### config.mk
export PLATFORM = sky130hd
export DESIGN_NAME = wspt_ram
export DESIGN_NICKNAME = d
export VERILOG_FILES = /design/src/rtl/wspt_ram.sv
export SDC_FILE = /design/constraint.sdc
export NUM_CORES = 2
export LEC_CHECK = 0
export BUFFER_PORTS_ARGS = -buffer_cell sky130_fd_sc_hd__buf_4
export CAP_MARGIN = 40
export CORE_ASPECT_RATIO = 0.7
export CORE_MARGIN = 3
export CORE_UTILIZATION = 40
export CTS_BUF_LIST = sky130_fd_sc_hd__clkbuf_16
export CTS_CLUSTER_SIZE = 24
export DETAILED_ROUTE_END_ITERATION = 10
export HOLD_SLACK_MARGIN = 0.05
export PLACE_DENSITY = 0.52
export SLEW_MARGIN = 40
export SYNTH_ARGS = -nofsm -noshare
export SYNTH_HDL_FRONTEND = slang
export SYNTH_SLANG_ARGS = --single-unit
### constraint.sdc
create_clock -name clk -period 12.4 [get_ports clk]
set_input_delay 1.86 -clock clk [delete_from_list [all_inputs] [get_ports clk]]
set_output_delay 1.86 -clock clk [all_outputs]
set_load 0.02 [all_outputs]
### src/rtl/wspt_ram.sv
module wspt_ram #(
  parameter int Width = 48,
  parameter int Depth = 64
) (
  input  logic                     clk,
  input  logic                     we,
  input  logic [$clog2(Depth)-1:0] waddr,
  input  logic [Width-1:0]         wdata,
  input  logic [$clog2(Depth)-1:0] raddr,
  output logic [Width-1:0]         rdata
);
  logic [Width-1:0] mem [Depth];

  always_ff @(posedge clk) begin
    if (we) mem[waddr] <= wdata;
    rdata <= mem[raddr];
  end
endmodule

-- Word-level counts from Yosys, hierarchy flattened
Memories as Yosys holds them, arrays and structs flattened. A register that Yosys moved wholly into a read port is not among the register bits.
Cells that the tools add are included.
- bits in latches: 0
- output and inout bits: 48
- register bits: 0
- ROM bits: 0
- memories: 1
- RAM bits: 3072
- add/subtract/negate cells: 0
- multiply operators: 0
- bitwise gates (word level): 0
- divide/modulo/power cells: 0
- eq/ne operators: 0
- order comparisons: 0
- reduce and logical (&&, ||, !) cells: 0
- shift operators: 0
- multiplexer cells: 2
- memories (memory ; words ; width ; rd ports ; clocked after memory_dff ; write ports ; RTL line ; RTL):
    mem ; 64 ; 48 ; 1 ; 1 ; 1 ; 12 ; logic [Width-1:0] mem [Depth];
- operator list (operator ; count):
    two-way mux 1 bit ; 2

-- Logic depth before layout (Yosys ltp)
- depth in word-level cells: 2
- gate-level depth with buffers: 9
- mapped depth without buffers: 5

-- Worst setup path before layout
OpenSTA, ideal clock, no wires.
- path kind: input -> register
- from: input waddr[3]
- to: memory mem[48][0], enable pin
- arrival: 5.632 ns
- data required time: 11.887 ns
- setup slack: 6.255 ns
- library setup time: 0.513 ns
- path buffers: 1
- cell stages on the path: 4
- cell sequence: clkbuf_1 > nor2b_1 > nand4b_1 > nor3_1
- RTL lines (item ; RTL line ; RTL):
    start: declaration ; 7 ; input logic [$clog2(Depth)-1:0] waddr,
    end: declaration ; 12 ;
Straight into the memory's write port.

==> results.toml <==
[synthesis]
synth_cell_type_count = 36
yosys-top-cells-area = "edfxtp_1, mux4_2, dfxtp_1"
synthTopCellsByCount = "edfxtp_1, mux4_2, nor2_1"
syn_area_per_cell_um2 = 23.56
synth_ff_type = "edfxtp_1"
syn_nets = 5032
synth_top_area_share_pct = 78.77
syn-cell-area_um2 = 117100
synth-seq-cells = 3120
synthCells = 4970
ys_async_sr_fraction_pct = 0
yosys.area.top_type = "edfxtp_1"
yosysMostFrequentCell = "edfxtp_1"
yosysWarnings = 0
synth_edf_count = 3072
ys_seq_area_share_pct = 79.59

[clock_tree]
cts.sinks = 3120
cts_hold_repair.buffers = 0
cts-root-buf = "clkbuf_16"
h-tree-depth = 5
clock_path_buffers = 4
cts_resized = 0
post_cts_buffers = 0
numCtsBuffers = 304
clkLatencyLatePin_ns = 0.85
cts.clk_slew.worst_paths_ns = 0.06
cts_tree = "done"

[power]
ir_worst_vdd_mv = 0.1103
switching_share_pct = 21.24
sequentialPowerShare_pct = 54.4
p_per_area_nw_per_um2 = 161.8
p_switching_mw = 4.574
pwr-share-clk_pct = 40.7
combPwrFrac_pct = 4.9
leakage_nw = 41.24
p_int_mw = 16.97

[floorplanning]
initial_core_util_pct = 40.38
die_area_um2 = 299400
die_x_um = 652.7
ios = 110
rows = 165
core-area_um2 = 290100
die_y_um = 458.7

[route]
ant_nets = 0
wl_per_cell_um = 35.35
routed-via-count = 56219
wl_mm = 330.9
dr.first_iter.drc_count = 7313
dr.pass1.iters = 5
vias_per_cell = 6.006
drcViolationCount = 0

[timing]
setup_viol = 0
timing_hold_violations_final = 0
setup_ws_ns = 7.509
finalSetupTns_ns = 0
drv_slew = 0
finClkSkew_ns = 0.05831
rsz0062_at_grt = "no"
worst_pin_slew_ns = 1.014
min_period_ns = 4.891
fmax_mhz = 204.5
timing.slew.headroom_pct = 32.37
timing.final.crit_share_pct = 39.44

[placement]
dpl_worst_slack_ns = 6.595
place_inst = 8826
gp_congestion = 0.7569
port_buffers = 109
place_area_um2 = 123800
hpwl_mm = 181.8

[job]
drv_cap = 0

[setup_path]
start_kind = "primary input"
rr_worst_depth = 5
timing.rr.end = "rdata[33]"
r2r-start = "mem[54][33]"
arrival_ns = 5.53
crit_path_end_kind = "flip-flop"
required_ns = 13.04
critical_path_class = "in -> reg"
rrSetupSlack_ns = 10.20
critPathMaxFanout = 77

[global_route]
track_usage_pct = 21.99
grt_pass1_vias = 55868
grt_antenna_before_repair = 22
grt_max_degree = 112
grt_overflow = 0
grt_pass1_wl_mm = 459.5

[cells_and_area]
syn_to_final_growth_pct = 13.65
fillCellCount = 23764
drive_gt1_share_pct = 27.99
finalNonFillerCells = 9360
fin_nets = 5356
final_area_um2 = 133100

[hold_path]
hp-class = "reg -> reg"
min_to = "rdata[36]"
hold_depth = 4
min_from = "mem[58][36]"

[run_status]
status = "complete, no violations"
area by class of cell:
cell class              count  area, um^2  share of cell area (%)
diodes                      2       5.005                0.003760
clock buffers             317        7933                   5.960
clock inverters           212        1291                  0.9701
multi-input cells        1568       22990                   17.27
flip-flops and latches   3120       93210                   70.03
well taps                3841        4806                   3.611
repair buffers            300        2867                   2.154
power by group through the flow:
stage	registers, mW	logic, mW	clock network [mW]
2_1_floorplan	11.9	0.558	0
3_3_place_gp	12.0	1.05	0
3_5_place_dp	12.0	1.07	0
4_1_cts	11.7	1.07	8.94
5_1_grt	11.7	1.12	9.37
6_report	11.7	1.05	8.76
registers in the layout, indices dropped and copies added, names as in the netlist:
signal / count
mem: 3072
rdata: 48
per-layer routing:
layer	vias to the layer above	track usage (%)	routed length [um]
li1	22164	-	-
met1	31181	34.61	151700
met2	2433	31.75	144200
met3	437	4.165	27420
met4	4	4.873	7496
met5	-	0	24
cells in the final DEF, fill, tap and decap left out, drive strengths merged:
master	netlist	layout
a211oi	32	32
a21oi	74	74
a221oi	83	83
a22o	57	57
a22oi	72	72
a311o	1	1
a311oi	11	11
a31o	5	5
a31oi	1	1
and2	3	3
and3	1	1
buf	183	300
bufinv	0	15
clkbuf	99	317
clkinv	0	106
clkinvlp	0	3
dfxtp	48	48
diode	0	2
edfxtp	3072	3072
inv	0	88
mux2	12	12
mux2i	63	63
mux4	754	754
nand2	55	55
nand2b	10	10
nand3	7	7
nand3b	5	5
nand4	2	2
nand4b	1	1
nor2	132	132
nor2b	24	24
nor3	3	3
o221ai	28	28
o22ai	122	122
or2	3	3
or3	3	3
or3b	4	4
worst max-delay path, stage by stage:
cell and delay, ns:
buf_8 0.28, buf_16 0.32, buf_12 0.44, buf_4 0.71
nor2_1 0.39, buf_4 0.27, a22o_1 0.23, a221oi_1 0.61
a211oi_1 0.20
cells by family (layout without fill, tap and decap cells):
kind of cell	Yosys count	count (layout)	synth area share [%]
compound gates	486	486	3.024
buf+inv	282	829	1.279
flops	3120	3120	79.59
mux	829	829	15.15
other cells	0	2	0
simple gates	253	253	0.9572
stage by stage:
step / power, mW / hold WS [ns] / utilization [%]
after global routing: 22.22 / 0.8627 / 45.89
final: 21.54 / 0.7784 / 45.89
after floorplan: 12.51 / 0.7096 / -
after CTS: 21.74 / 0.7942 / 45.86
after detailed placement: 13.02 / 0.7815 / 42.68
after global placement: 13.01 / 0.7670 / 42.45
worst max path at each step:
stage	from	to	slack, ns	depth (start not counted)
finish	raddr[1]	rdata[33]	7.51	9
global route	raddr[0]	rdata[46]	7.27	8
CTS	raddr[1]	rdata[33]	7.47	9
detailed placement	raddr[1]	rdata[33]	6.60	9
global placement	raddr[0]	rdata[0]	6.41	9
floorplan	waddr[3]	mem[48][0]	6.26	4
(Power assumes the default switching activity.)
